<file path="src/rtl/bac_pkg.sv">
// Package for the BCD alarm clock: command and event codes, field widths and constants.
// No dependencies; every other file of the block refers to it by scoped names.
`timescale 1ns / 1ps

package bac_pkg;

  localparam int unsigned TPS_W     = 20;
  localparam int unsigned TIME_W    = 22;
  localparam int unsigned ALARM_W   = 14;
  localparam int unsigned CMD_W     = 3;
  localparam int unsigned SNOOZE_W  = 8;
  localparam int unsigned EVT_W     = 2;
  localparam int unsigned APB_DW    = 32;
  localparam int unsigned APB_AW    = 3;

  localparam logic [TPS_W-1:0] TPS_RESET = 20'd1000;

  // Register index of ticks_per_second, taken from the word part of the byte address.
  localparam logic REG_TPS = 1'b0;

  localparam logic [11:0] MIN_PER_DAY     = 12'd1440;
  localparam logic [11:0] TWO_DAYS_MIN    = 12'd2880;
  localparam logic [11:0] MIN_PER_10H     = 12'd600;
  localparam logic [11:0] MIN_PER_HOUR    = 12'd60;
  localparam logic [20:0] RECIP_60        = 21'd1093;  // ceil(2^16 / 60)
  localparam int unsigned RECIP_SHIFT     = 16;

  typedef enum logic [CMD_W-1:0] {
    CMD_TICK       = 3'd0,
    CMD_SET_TIME   = 3'd1,
    CMD_SET_ALARM  = 3'd2,
    CMD_ALARM_OFF  = 3'd3,
    CMD_SNOOZE     = 3'd4
  } cmd_e;

  typedef enum logic [EVT_W-1:0] {
    EVT_NONE   = 2'd0,
    EVT_RING   = 2'd1,
    EVT_SNOOZE = 2'd2
  } evt_e;

endpackage

</file>
<file path="src/rtl/bac_cmd_if.sv">
// Command channel of the BCD alarm clock: valid/ready handshake and the command payload.
// Depends on bac_pkg for the field widths.
`timescale 1ns / 1ps

interface bac_cmd_if;
  logic                           valid;
  logic                           ready;
  logic [bac_pkg::CMD_W-1:0]      command;
  logic [bac_pkg::TIME_W-1:0]     new_time_bcd;
  logic [bac_pkg::ALARM_W-1:0]    new_alarm_bcd;
  logic [bac_pkg::SNOOZE_W-1:0]   snooze_minutes;

  modport source (
    output valid, command, new_time_bcd, new_alarm_bcd, snooze_minutes,
    input  ready
  );

  modport sink (
    input  valid, command, new_time_bcd, new_alarm_bcd, snooze_minutes,
    output ready
  );
endinterface

</file>
<file path="src/rtl/bac_res_if.sv">
// Result channel of the BCD alarm clock: valid/ready handshake and the clock status payload.
// Depends on bac_pkg for the field widths.
`timescale 1ns / 1ps

interface bac_res_if;
  logic                          valid;
  logic                          ready;
  logic [bac_pkg::TIME_W-1:0]    time_bcd;
  logic [bac_pkg::ALARM_W-1:0]   alarm_bcd;
  logic                          time_valid;
  logic                          alarm_enabled;
  logic [bac_pkg::EVT_W-1:0]     alarm_event;

  modport source (
    output valid, time_bcd, alarm_bcd, time_valid, alarm_enabled, alarm_event,
    input  ready
  );

  modport sink (
    input  valid, time_bcd, alarm_bcd, time_valid, alarm_enabled, alarm_event,
    output ready
  );
endinterface

</file>
<file path="src/rtl/bcd_alarm_clock_top.sv">
// BCD alarm clock top level: 24-hour clock with prescaler, alarm and snooze.
// A command passes through the input register and then the state registers on its way to the result.
// Throughput: one command per cycle; a command is taken every cycle the result side keeps up.
// Reset (rst_ni low, asynchronous): time 00:00:00 not set, alarm 00:00 disarmed, prescaler 0,
// ticks_per_second 1000, both pipeline slots empty. Depends on bac_pkg, bac_cmd_if, bac_res_if,
// bac_cfg_regs, bac_sec_adv and bac_snooze.
`timescale 1ns / 1ps

module bcd_alarm_clock_top (
  input  logic                          clk_i,
  input  logic                          rst_ni,
  bac_cmd_if.sink                       cmd_i,
  bac_res_if.source                     res_o,
  input  logic                          psel,
  input  logic                          penable,
  input  logic                          pwrite,
  input  logic [bac_pkg::APB_AW-1:0]    paddr,
  input  logic [bac_pkg::APB_DW-1:0]    pwdata,
  output logic [bac_pkg::APB_DW-1:0]    prdata,
  output logic                          pready
);

  // Configuration register.
  logic [bac_pkg::TPS_W-1:0] tps;

  bac_cfg_regs u_cfg (
    .clk_i   (clk_i),
    .rst_ni  (rst_ni),
    .psel    (psel),
    .penable (penable),
    .pwrite  (pwrite),
    .paddr   (paddr),
    .pwdata  (pwdata),
    .prdata  (prdata),
    .pready  (pready),
    .tps_o   (tps)
  );

  // Input register. It holds one accepted command until the state stage takes it.
  logic                            in_vld_q, in_vld_d;
  logic [bac_pkg::CMD_W-1:0]       cmd_q;
  logic [bac_pkg::TIME_W-1:0]      new_time_q;
  logic [bac_pkg::ALARM_W-1:0]     new_alarm_q;
  logic [bac_pkg::SNOOZE_W-1:0]    snz_q;

  // Clock state. While a result waits, no command is executed, so the state registers
  // double as the result payload and only the event code needs a register of its own.
  logic [bac_pkg::TIME_W-1:0]      time_q, time_d;
  logic [bac_pkg::ALARM_W-1:0]     alarm_q, alarm_d;
  logic                            time_set_q, time_set_d;
  logic                            armed_q, armed_d;
  logic [bac_pkg::TPS_W-1:0]       tick_q, tick_d;
  logic [bac_pkg::EVT_W-1:0]       evt_q, evt_d;
  logic                            out_vld_q, out_vld_d;

  logic                            exec;
  logic                            in_xfer;
  logic                            sec_due;
  logic [bac_pkg::TPS_W:0]         tick_inc;
  logic [bac_pkg::TIME_W-1:0]      time_adv;
  logic [bac_pkg::ALARM_W-1:0]     alarm_snz;

  // A command executes when the result slot is empty or its result is being taken now.
  // The input side is ready whenever its slot is empty or is being emptied this cycle,
  // which lets a new transfer land while an older result is still on the output.
  assign exec        = in_vld_q && (!out_vld_q || res_o.ready);
  assign cmd_i.ready = !in_vld_q || exec;
  assign in_xfer     = cmd_i.valid && cmd_i.ready;

  always_comb begin
    in_vld_d = in_vld_q;
    if (in_xfer) begin
      in_vld_d = 1'b1;
    end else if (exec) begin
      in_vld_d = 1'b0;
    end
  end

  always_ff @(posedge clk_i or negedge rst_ni) begin
    if (!rst_ni) begin
      in_vld_q <= 1'b0;
    end else begin
      in_vld_q <= in_vld_d;
    end
  end

  always_ff @(posedge clk_i) begin
    if (in_xfer) begin
      cmd_q       <= cmd_i.command;
      new_time_q  <= cmd_i.new_time_bcd;
      new_alarm_q <= cmd_i.new_alarm_bcd;
      snz_q       <= cmd_i.snooze_minutes;
    end
  end

  // Datapath units.
  bac_sec_adv u_sec_adv (
    .time_i (time_q),
    .time_o (time_adv)
  );

  bac_snooze u_snooze (
    .alarm_i   (alarm_q),
    .minutes_i (snz_q),
    .alarm_o   (alarm_snz)
  );

  // Prescaler: a second is due once the incremented count reaches ticks_per_second.
  // A zero setting compares like one, so then every tick advances the time.
  assign tick_inc = {1'b0, tick_q} + {{bac_pkg::TPS_W{1'b0}}, 1'b1};
  assign sec_due  = tick_inc >= {1'b0, tps};

  always_comb begin
    time_d     = time_q;
    alarm_d    = alarm_q;
    time_set_d = time_set_q;
    armed_d    = armed_q;
    tick_d     = tick_q;
    evt_d      = evt_q;
    out_vld_d  = out_vld_q;

    if (res_o.ready) begin
      out_vld_d = 1'b0;
    end

    if (exec) begin
      out_vld_d = 1'b1;
      evt_d     = bac_pkg::EVT_NONE;
      unique case (bac_pkg::cmd_e'(cmd_q))
        bac_pkg::CMD_TICK: begin
          if (sec_due) begin
            time_d = time_adv;
            tick_d = '0;
            // The alarm rings on every second of the matching minute.
            if ((time_adv[bac_pkg::TIME_W-1:8] == alarm_q) && time_set_q && armed_q) begin
              evt_d = bac_pkg::EVT_RING;
            end
          end else begin
            tick_d = tick_inc[bac_pkg::TPS_W-1:0];
          end
        end
        bac_pkg::CMD_SET_TIME: begin
          // The prescaler keeps counting across a time load.
          time_d     = new_time_q;
          time_set_d = 1'b1;
        end
        bac_pkg::CMD_SET_ALARM: begin
          alarm_d = new_alarm_q;
          armed_d = 1'b1;
        end
        bac_pkg::CMD_ALARM_OFF: begin
          armed_d = 1'b0;
        end
        bac_pkg::CMD_SNOOZE: begin
          // Snooze moves the alarm even when it is disarmed and leaves arming alone.
          alarm_d = alarm_snz;
          evt_d   = bac_pkg::EVT_SNOOZE;
        end
        default: begin
          // Unused command codes leave the state alone and report no event.
        end
      endcase
    end
  end

  always_ff @(posedge clk_i or negedge rst_ni) begin
    if (!rst_ni) begin
      time_q     <= '0;
      alarm_q    <= '0;
      time_set_q <= 1'b0;
      armed_q    <= 1'b0;
      tick_q     <= '0;
      evt_q      <= bac_pkg::EVT_NONE;
      out_vld_q  <= 1'b0;
    end else begin
      time_q     <= time_d;
      alarm_q    <= alarm_d;
      time_set_q <= time_set_d;
      armed_q    <= armed_d;
      tick_q     <= tick_d;
      evt_q      <= evt_d;
      out_vld_q  <= out_vld_d;
    end
  end

  // Result channel: one transfer per executed command, showing the state after it.
  assign res_o.valid         = out_vld_q;
  assign res_o.time_bcd      = time_q;
  assign res_o.alarm_bcd     = alarm_q;
  assign res_o.time_valid    = time_set_q;
  assign res_o.alarm_enabled = armed_q;
  assign res_o.alarm_event   = evt_q;

endmodule

</file>
<file path="src/rtl/bac_cfg_regs.sv">
// APB-style configuration register file of the BCD alarm clock (ticks_per_second).
// Depends on bac_pkg for widths, the register index and the reset value.
`timescale 1ns / 1ps

module bac_cfg_regs (
  input  logic                          clk_i,
  input  logic                          rst_ni,
  input  logic                          psel,
  input  logic                          penable,
  input  logic                          pwrite,
  input  logic [bac_pkg::APB_AW-1:0]    paddr,
  input  logic [bac_pkg::APB_DW-1:0]    pwdata,
  output logic [bac_pkg::APB_DW-1:0]    prdata,
  output logic                          pready,
  output logic [bac_pkg::TPS_W-1:0]     tps_o
);

  logic [bac_pkg::TPS_W-1:0] tps_q;
  logic [bac_pkg::TPS_W-1:0] tps_d;
  logic                      wr_tps;

  // The low two address bits select a byte within the word and are not decoded.
  assign wr_tps = psel && penable && pwrite && (paddr[2] == bac_pkg::REG_TPS);

  always_comb begin
    tps_d = tps_q;
    if (wr_tps) begin
      tps_d = pwdata[bac_pkg::TPS_W-1:0];
    end
  end

  always_ff @(posedge clk_i or negedge rst_ni) begin
    if (!rst_ni) begin
      tps_q <= bac_pkg::TPS_RESET;
    end else begin
      tps_q <= tps_d;
    end
  end

  always_comb begin
    prdata = '0;
    if (paddr[2] == bac_pkg::REG_TPS) begin
      prdata = {{(bac_pkg::APB_DW - bac_pkg::TPS_W){1'b0}}, tps_q};
    end
  end

  assign pready = 1'b1;
  assign tps_o  = tps_q;

endmodule

</file>
<file path="src/rtl/bac_sec_adv.sv">
// One-second advance of a packed BCD HH:MM:SS time with decimal carries and midnight wrap.
// Purely combinational; depends on bac_pkg for the time width.
`timescale 1ns / 1ps

module bac_sec_adv (
  input  logic [bac_pkg::TIME_W-1:0] time_i,
  output logic [bac_pkg::TIME_W-1:0] time_o
);

  logic [3:0] s1, s10, m1, m10, h1;
  logic [1:0] h10;

  always_comb begin
    s1  = time_i[3:0];
    s10 = time_i[7:4];
    m1  = time_i[11:8];
    m10 = time_i[15:12];
    h1  = time_i[19:16];
    h10 = time_i[21:20];

    // A digit at or above its top legal value rolls to zero and carries upward.
    if (s1 < 4'd9) begin
      s1 = s1 + 4'd1;
    end else begin
      s1 = 4'd0;
      if (s10 < 4'd5) begin
        s10 = s10 + 4'd1;
      end else begin
        s10 = 4'd0;
        if (m1 < 4'd9) begin
          m1 = m1 + 4'd1;
        end else begin
          m1 = 4'd0;
          if (m10 < 4'd5) begin
            m10 = m10 + 4'd1;
          end else begin
            m10 = 4'd0;
            // Past 23:59:59 the whole day wraps to midnight.
            if (h10 >= 2'd2 && h1 >= 4'd3) begin
              h1  = 4'd0;
              h10 = 2'd0;
            end else if (h1 >= 4'd9) begin
              h1  = 4'd0;
              h10 = h10 + 2'd1;
            end else begin
              h1 = h1 + 4'd1;
            end
          end
        end
      end
    end

    time_o = {h10, h1, m10, m1, s10, s1};
  end

endmodule

</file>
<file path="src/rtl/bac_snooze.sv">
// Snooze arithmetic: adds minutes to a packed BCD HH:MM alarm time modulo one day.
// Purely combinational; depends on bac_pkg for widths and minute constants.
`timescale 1ns / 1ps

module bac_snooze (
  input  logic [bac_pkg::ALARM_W-1:0]  alarm_i,
  input  logic [bac_pkg::SNOOZE_W-1:0] minutes_i,
  output logic [bac_pkg::ALARM_W-1:0]  alarm_o
);

  logic [11:0] total;
  logic [10:0] day_min;
  logic [20:0] prod;
  logic [4:0]  hours;
  logic [5:0]  mins;
  logic [10:0] hour_min;
  logic [1:0]  h10;
  logic [4:0]  h1_w;
  logic [3:0]  m10;
  logic [5:0]  m1_w;

  // Each digit is weighted by its place value, so non-BCD digits still count.
  always_comb begin
    total = 12'(alarm_i[13:12]) * bac_pkg::MIN_PER_10H
          + 12'(alarm_i[11:8])  * bac_pkg::MIN_PER_HOUR
          + 12'(alarm_i[7:4])   * 12'd10
          + 12'(alarm_i[3:0])
          + 12'(minutes_i);
  end

  // The sum stays below three days, so two conditional subtracts finish the modulo.
  always_comb begin
    if (total >= bac_pkg::TWO_DAYS_MIN) begin
      day_min = 11'(total - bac_pkg::TWO_DAYS_MIN);
    end else if (total >= bac_pkg::MIN_PER_DAY) begin
      day_min = 11'(total - bac_pkg::MIN_PER_DAY);
    end else begin
      day_min = 11'(total);
    end
  end

  // Hours by reciprocal multiplication; exact for every value below one day.
  assign prod     = 21'(day_min) * bac_pkg::RECIP_60;
  assign hours    = prod[bac_pkg::RECIP_SHIFT +: 5];
  assign hour_min = 11'(hours) * 11'(bac_pkg::MIN_PER_HOUR);
  assign mins     = 6'(day_min - hour_min);

  always_comb begin
    priority if (hours >= 5'd20) begin
      h10  = 2'd2;
      h1_w = hours - 5'd20;
    end else if (hours >= 5'd10) begin
      h10  = 2'd1;
      h1_w = hours - 5'd10;
    end else begin
      h10  = 2'd0;
      h1_w = hours;
    end
  end

  always_comb begin
    priority if (mins >= 6'd50) begin
      m10  = 4'd5;
      m1_w = mins - 6'd50;
    end else if (mins >= 6'd40) begin
      m10  = 4'd4;
      m1_w = mins - 6'd40;
    end else if (mins >= 6'd30) begin
      m10  = 4'd3;
      m1_w = mins - 6'd30;
    end else if (mins >= 6'd20) begin
      m10  = 4'd2;
      m1_w = mins - 6'd20;
    end else if (mins >= 6'd10) begin
      m10  = 4'd1;
      m1_w = mins - 6'd10;
    end else begin
      m10  = 4'd0;
      m1_w = mins;
    end
  end

  assign alarm_o = {h10, h1_w[3:0], m10, m1_w[3:0]};

endmodule

</file>
<file path="src/flat_wrapper.sv">
// flat-port wrapper written by rule: the top's interface ports become plain ports
module bcd_alarm_clock_top_flat 
  (clk_i, rst_ni, psel, penable, pwrite, paddr, pwdata, prdata, pready, cmd_i_valid, cmd_i_command, cmd_i_new_time_bcd, cmd_i_new_alarm_bcd, cmd_i_snooze_minutes, cmd_i_ready, res_o_valid, res_o_time_bcd, res_o_alarm_bcd, res_o_time_valid, res_o_alarm_enabled, res_o_alarm_event, res_o_ready);
  bac_cmd_if cmd_i_i ();
  bac_res_if res_o_i ();
  input  logic clk_i;
  input  logic rst_ni;
  input  logic psel;
  input  logic penable;
  input  logic pwrite;
  input  logic [bac_pkg::APB_AW-1:0] paddr;
  input  logic [bac_pkg::APB_DW-1:0] pwdata;
  output logic [bac_pkg::APB_DW-1:0] prdata;
  output logic pready;
  input wire logic [$bits(cmd_i_i.valid)-1:0] cmd_i_valid;
  input wire logic [$bits(cmd_i_i.command)-1:0] cmd_i_command;
  input wire logic [$bits(cmd_i_i.new_time_bcd)-1:0] cmd_i_new_time_bcd;
  input wire logic [$bits(cmd_i_i.new_alarm_bcd)-1:0] cmd_i_new_alarm_bcd;
  input wire logic [$bits(cmd_i_i.snooze_minutes)-1:0] cmd_i_snooze_minutes;
  output wire logic [$bits(cmd_i_i.ready)-1:0] cmd_i_ready;
  output wire logic [$bits(res_o_i.valid)-1:0] res_o_valid;
  output wire logic [$bits(res_o_i.time_bcd)-1:0] res_o_time_bcd;
  output wire logic [$bits(res_o_i.alarm_bcd)-1:0] res_o_alarm_bcd;
  output wire logic [$bits(res_o_i.time_valid)-1:0] res_o_time_valid;
  output wire logic [$bits(res_o_i.alarm_enabled)-1:0] res_o_alarm_enabled;
  output wire logic [$bits(res_o_i.alarm_event)-1:0] res_o_alarm_event;
  input wire logic [$bits(res_o_i.ready)-1:0] res_o_ready;
  assign cmd_i_i.valid = cmd_i_valid;
  assign cmd_i_i.command = cmd_i_command;
  assign cmd_i_i.new_time_bcd = cmd_i_new_time_bcd;
  assign cmd_i_i.new_alarm_bcd = cmd_i_new_alarm_bcd;
  assign cmd_i_i.snooze_minutes = cmd_i_snooze_minutes;
  assign cmd_i_ready = cmd_i_i.ready;
  assign res_o_valid = res_o_i.valid;
  assign res_o_time_bcd = res_o_i.time_bcd;
  assign res_o_alarm_bcd = res_o_i.alarm_bcd;
  assign res_o_time_valid = res_o_i.time_valid;
  assign res_o_alarm_enabled = res_o_i.alarm_enabled;
  assign res_o_alarm_event = res_o_i.alarm_event;
  assign res_o_i.ready = res_o_ready;
  bcd_alarm_clock_top u_core (.clk_i(clk_i), .rst_ni(rst_ni), .cmd_i(cmd_i_i), .res_o(res_o_i), .psel(psel), .penable(penable), .pwrite(pwrite), .paddr(paddr), .pwdata(pwdata), .prdata(prdata), .pready(pready));
endmodule
</file>
<file path="config.mk">
export PLATFORM = sky130hd
export DESIGN_NAME = bcd_alarm_clock_top_flat
export DESIGN_NICKNAME = d
export VERILOG_FILES = /design/src/rtl/bac_pkg.sv /design/src/rtl/bac_cmd_if.sv /design/src/rtl/bac_res_if.sv /design/src/rtl/bcd_alarm_clock_top.sv /design/src/rtl/bac_cfg_regs.sv /design/src/rtl/bac_sec_adv.sv /design/src/rtl/bac_snooze.sv /design/src/flat_wrapper.sv
export SDC_FILE = /design/constraint.sdc
export NUM_CORES = 1
export LEC_CHECK = 0
export BUFFER_PORTS_ARGS = -buffer_cell sky130_fd_sc_hd__buf_2
export CAP_MARGIN = 20
export CORE_AREA = 4 4 142 144
export DETAILED_ROUTE_END_ITERATION = 8
export DIE_AREA = 0 0 146 148
export PLACE_DENSITY = 0.74
export SYNTH_ARGS = -nofsm -noshare
export SYNTH_HDL_FRONTEND = slang
export SYNTH_SLANG_ARGS = --single-unit
</file>
<file path="constraint.sdc">
create_clock -name clk_i -period 16.4 [get_ports clk_i]
set_input_delay 0.82 -clock clk_i [delete_from_list [all_inputs] [get_ports clk_i]]
set_output_delay 0.82 -clock clk_i [all_outputs]
set_load 0.05 [all_outputs]
</file>
# Yosys cells after proc, flatten, opt, wreduce, memory -nomap -nowiden
# Index checks and enable logic that the tools add are counted.
[classes] n_addsub=21 n_mul=5 n_lt_le_gt_ge=17 eq_ne=7 mux=51 n_bitwise=1 reduce_logical=24
[ops] op="$mux W4" count=23
[ops] op="$pmux W22 S2" count=1
[ops] op="$mux W20" count=2
[ops] op="$pmux W14 S2" count=1
[ops] op="$add A12 B8 Y12" count=2
[ops] op="$mux W11" count=2
[ops] op="$mux W22" count=1
[ops] op="$add A20 B1 Y21 const B" count=1
[ops] op="$ge A21 B20 Y1" count=1
[ops] op="$mul A11 B11 Y21 const B" count=1
[ops] op="$add A4 B1 Y4 const B" count=5
[ops] op="$mux W2" count=10
[ops] op="$sub A4 B4 Y4 const B" count=4
[ops] op="$eq A14 B14 Y1" count=1
[ops] op="$add A12 B10 Y12" count=1
[ops] op="$add A12 B4 Y12" count=1
[ops] op="$ge A12 B11 Y1 const B" count=1
[ops] op="$ge A12 B12 Y1 const B" count=1
[ops] op="$ge A6 B5 Y1 const B" count=2
[ops] op="$ge A6 B6 Y1 const B" count=2
[ops] op="$sub A11 B10 Y11 const B" count=1
[ops] op="$sub A11 B11 Y11 const B" count=1
[ops] op="$reduce_bool A2 Y1" count=5
[ops] op="$mul A2 B7 Y9 const B" count=1
[ops] op="other kinds (32)" count=55
[word_totals] ff_bits=129 input_bits=89

# Longest topological paths before layout
[depth] depth_word=18 ltp_mapped=51 depth_no_buf=49

# Modules after synthesis
# A second synthesis with hierarchy kept.
[hier_totals] cells_unflattened=1004 area_unflattened_um2=10805.4
[by_module_without_submodules] module="bcd_alarm_clock_top" n_inst=1 cells_per_inst=437 area_each_um2=5424.0 seq_area_each_um2=2962.8
[by_module_without_submodules] module="bac_snooze" n_inst=1 cells_per_inst=388 area_each_um2=3572.2 seq_area_each_um2=0.0
[by_module_without_submodules] module="bac_cfg_regs" n_inst=1 cells_per_inst=80 area_each_um2=1092.3 seq_area_each_um2=508.0
[by_module_without_submodules] module="bac_sec_adv" n_inst=1 cells_per_inst=99 area_each_um2=716.9 seq_area_each_um2=0.0

# Worst setup path before layout
# OpenSTA, ideal clock, no wires.
[synth_path] path_type="flip-flop to flip-flop" startpoint="register u_core.alarm_q (netlist bit u_core.res_o.alarm_bcd[8])" endpoint="register u_core.alarm_q (netlist bit u_core.res_o.alarm_bcd[2])" setup_ns=0.080 arrival_ns=11.986 required_time_ns=16.320 slack_ns=4.333 path_stages_with_launch=50 synth_period_minus_slack_ns=12.067 cell_sequence="dfrtp_1 > fa_1 > fa_1 > inv_1 > fa_1 > inv_1 > fa_1 > inv_1 > fa_1 > inv_1 > ha_1 > ha_1 > a21o_1 > a21oi_1 > xnor2_1 > inv_1 > ha_1 > inv_1 > [14 not listed] > nand4_1 > a31oi_1 > o41ai_2 > nor3b_1 > nor3_1 > xor2_1 > ha_1 > ha_1 > inv_1 > ha_1 > xnor2_1 > nand2_1 > a211oi_1 > a211o_1 > a31oi_1 > mux2_2 > a2111o_1 > o211ai_2"
[synth_via] elab_chain_len=18
[synth_rtl] element="start, declared" line="bcd_alarm_clock_top.sv:49" text="logic [bac_pkg::ALARM_W-1:0] alarm_q, alarm_d;"
[synth_rtl] element="start signal, assigned" line="bcd_alarm_clock_top.sv:177" text="alarm_q <= alarm_d;"
[synth_rtl] element="$mul A4 B4 Y8 *" line="bac_snooze.sv:25" text="+ 12'(alarm_i[11:8]) * bac_pkg::MIN_PER_HOUR"
[synth_rtl] element="$add A12 B10 Y12 *" line="bac_snooze.sv:25"
[synth_rtl] element="$add A12 B8 Y12 *" line="bac_snooze.sv:26" text="+ 12'(alarm_i[7:4]) * 12'd10"
[synth_rtl] element="$add A12 B4 Y12 *" line="bac_snooze.sv:27" text="+ 12'(alarm_i[3:0])"
[synth_rtl] element="$add A12 B8 Y12 *" line="bac_snooze.sv:28" text="+ 12'(minutes_i);"
[synth_rtl] element="$sub A11 B11 Y11 / $ge A12 B11 Y1 (equally long branches)" line="bac_snooze.sv:36, bac_snooze.sv:35"
[synth_rtl] element="$mux W11" line="bac_snooze.sv:35" text="end else if (total >= bac_pkg::MIN_PER_DAY) begin"
[synth_rtl] element="$mux W11 *" line="bac_snooze.sv:33" text="if (total >= bac_pkg::TWO_DAYS_MIN) begin"
[synth_rtl] element="[2 not listed]"
[synth_rtl] element="$sub A6 B6 Y6 *" line="bac_snooze.sv:46" text="assign mins = 6'(day_min - hour_min);"
[synth_rtl] element="$ge A6 B4 Y1 / $sub A4 B4 Y4 (equally long branches)" line="bac_snooze.sv:74, bac_snooze.sv:76"
[synth_rtl] element="$mux W4" line="bac_snooze.sv:74" text="end else if (mins >= 6'd10) begin"
[synth_rtl] element="$mux W4" line="bac_snooze.sv:71" text="end else if (mins >= 6'd20) begin"
[synth_rtl] element="$mux W4" line="bac_snooze.sv:68" text="end else if (mins >= 6'd30) begin"
[synth_rtl] element="$mux W4" line="bac_snooze.sv:65" text="end else if (mins >= 6'd40) begin"
[synth_rtl] element="$mux W4 *" line="bac_snooze.sv:62" text="priority if (mins >= 6'd50) begin"
[synth_rtl] element="$pmux W14 S2 *" line="bcd_alarm_clock_top.sv:129" text="unique case (bac_pkg::cmd_e'(cmd_q))"
# Every way passes the cells marked *; elsewhere a longest branch is shown, timed or not.
# A chain may end at the register's enable or synchronous reset.

# Worst setup path after layout
# Ends and elaborated chain as after synthesis.

==> flow_summary.ini <==
[logic_synthesis]
ys_ff_latch = 129
synth_edf_count = 47
yosysWarnings = 0
synth_area_sq_um = 10500
seq_area_frac_synth = 0.331
synth-main-ff-cell = dfrtp_1
async_flop_share = 0.636
synth_area_per_cell_sq_um = 9.75
ys_types = 83
netlist_instances = 1074

[critical_path]
startpoint_type = register
path_max_fanout = 7
critPathRequiredTime_ns = 16.73
r2r_cells = 48
cp.arrival_ns = 13.35
critPathKind = register to register
max_stage_delay_ns = 0.67
cp-end-kind = register
slowest_stage = nor3_1

[detailed_routing]
dr.pass1.iters = 5
vias_per_cell = 5.59
drt_first_iter_violations = 415
drt-wirelength-per-cell_um = 16.5
drc = 0
drt_wl_total_um = 23900
ant_nets = 0
vias = 8093

[global_routing]
antenna_found_initial = 0
grt_pass1_vias = 7924
grt_overflow = 0
grt.total_usage = 0.222
grt_pass1_wl_um = 39000
grt_max_degree = 66

[placed_design]
placed_cells = 1416
gp_congestion = 0.867
portBuffers = 136
place_hpwl_um = 18500
dpl_cell_area_sq_um = 11300

[die]
ios = 164
fp.dieW_um = 146
dieArea_sq_um = 21600
rows = 50
core-area_sq_um = 18700
start_util = 0.560
die_h_um = 148

[final_layout]
nNetsFinal = 1469
fill_cells = 1520
drive_gt1_frac = 0.185
area_growth_pct = 13.8
antenna_cells = 0
final_cell_area_sq_um = 11900
fin_cells = 1449

[cts]
cts_max_level = 4
cts_root_buf = clkbuf_16
worstSkewPairLatency_ns = 0.43
cts.sinks = 129
cts_setup_buffers = 0
holdBufCountCts = 0
clockBufferDepth = 2
post_cts_resized = 0
cts_tree = done
numCtsBuffers = 17
clk_pin_slew_ns = 0.06

[timing]
slew_viol_final = 0
hold_viol = 0
setup_tns_ns = 0
fmax_mhz = 76.9
holdWs_ns = 0.250
rsz0062_at_grt = false
fin_crit_sh = 0.793
worst_clock_skew_ns = 0.0100
relSlewSlack = 0.314
setup_viol = 0
fin_crit_ns = 13.01
worst_slew_pin_slew_ns = 1.02

[hold_path]
holdCritPathClass = input pin to asynchronous set/reset pin

[run_status]
status = complete, no violations

[job]
drv_cap = 0
## through the flow
step,setup WS [ns],utilization
after floorplan,4.33,-
after global placement,3.72,0.605
after detailed placement,3.49,0.605
after CTS,3.42,0.636
after global routing,2.71,0.637
final,3.39,0.637
## cells by family (layout without fill, tap and decap cells)
logic type                 count (synthesis)  in the layout  share of synthesized area
buffers and inverters                    152            282                     0.0599
other                                      2             13                   0.000717
AOI/OAI and AO/OA                        225            225                      0.145
adders and majority gates                178            178                      0.233
and+or+nand+nor                          286            286                      0.132
DFF                                      129            129                      0.331
muxes                                     44             44                     0.0456
xor gates and xnor gates                  58             58                     0.0521
## worst max-delay path, delay by kind of cell, from the launching register on
family / cells / cell delay [ns]
fa+ha+maj: 15 / 5.67
compound gates: 13 / 2.80
simple gates: 6 / 1.58
xor+xnor: 4 / 1.31
buf+inv: 9 / 0.75
flops: 1 / 0.50
mux: 1 / 0.28
## synth_stat cells, drive strengths merged, types with 4 or more instances
master  number  area (sq um)
ha         149          1860
inv        110           413
nand2       88           330
dfrtp       76          1900
nor2        76           285
o21ai       61           305
a21oi       54           274
edfxtp      47          1410
xnor2       41           397
fa          29           581
mux2        27           308
clkbuf      26          97.6
nand3       26           130
nor3        19           100
a21o        18           135
mux2i       17           170
xor2        17           149
buf         16           116
o211ai      14           129
and3        11          68.8
nor2b       11          68.8
a211oi      10          80.1
nand4       10          62.6
nor3b        8          65.1
nand2b       7          43.8
nor4         7          50.1
a22o         6          52.6
a22oi        6          45.0
a31oi        6          37.5
dfstp        6           158
o21bai       6          45.0
o21a         5          37.5
and2         4          25.0
## path summary, 6_finish.rpt
path,start,end,slack (ns)
worst max-delay path,u_core.res_o.alarm_bcd[8]$_DFFE_PN0P_,u_core.res_o.alarm_bcd[2]$_DFFE_PN0P_,3.39
worst min-delay path,rst_ni,u_core.u_cfg.tps_o[19]$_DFFE_PN0P_,0.25
worst max register to register,u_core.res_o.alarm_bcd[8]$_DFFE_PN0P_,u_core.res_o.alarm_bcd[2]$_DFFE_PN0P_,3.39
worst min register to register,u_core.res_o.alarm_event[0]$_DFFE_PN0P_,u_core.res_o.alarm_event[0]$_DFFE_PN0P_,0.47
max in group asynchronous,rst_ni,u_core.res_o.alarm_bcd[13]$_DFFE_PN0P_,15.01
min in group clk_i,u_core.res_o.alarm_event[0]$_DFFE_PN0P_,u_core.res_o.alarm_event[0]$_DFFE_PN0P_,0.47
## layout by cell type, fill, tap and decap left out, types with 4 or more instances in the layout
cell type and instances:
a211oi_1 9, nand2b_1 7, fa_1 29, o21bai_1 6
mux2_2 26, edfxtp_1 47, dfrtp_1 76, nor4_1 5
buf_2 135, nor2_1 76, a31oi_1 6, buf_4 4
xor2_1 17, dfstp_2 6, conb_1 13, nor3b_1 7
a21o_1 18, a21oi_1 53, o21a_1 5, nand2_1 88
nand3_1 26, a22oi_1 6, o21ai_0 58, clkbuf_16 19
inv_1 109, and3_1 11, nor2b_1 11, mux2i_1 17
nor3_1 17, a22o_1 6, nand4_1 10, o211ai_1 11
ha_1 149, xnor2_1 39
## metal layers
metal	up-vias	wire [um]	track usage	share of wire
met1	3825	11000	0.296	0.46
met3	25	1130	0.0417	0.047
met2	216	11500	0.375	0.48
met4	0	364	0.0579	0.015
li1	4027	-	-	-
met5	-	0	0	0
## layout make-up
class | count | area (sq um) | area share
Multi-Input combinational cell | 804 | 6430 | 0.540
Sequential cell | 129 | 3470 | 0.291
Timing Repair Buffer | 140 | 726 | 0.0609
Clock buffer | 21 | 483 | 0.0405
Inverter | 110 | 413 | 0.0347
Tap cell | 234 | 293 | 0.0246
Clock inverter | 11 | 100 | 0.00840
## state kept, by name (all words and copies together) (netlist names), 3 cells and up
register,count
u_core.new_time_q,22
u_core.res_o.time_bcd,22
u_core.tick_q,20
u_core.u_cfg.tps_o,20
u_core.new_alarm_q,14
u_core.res_o.alarm_bcd,14
u_core.snz_q,8
u_core.cmd_q,3
Power is not shown: default switching activity piles up to over one toggle a cycle in this logic, so the estimate is an artifact.
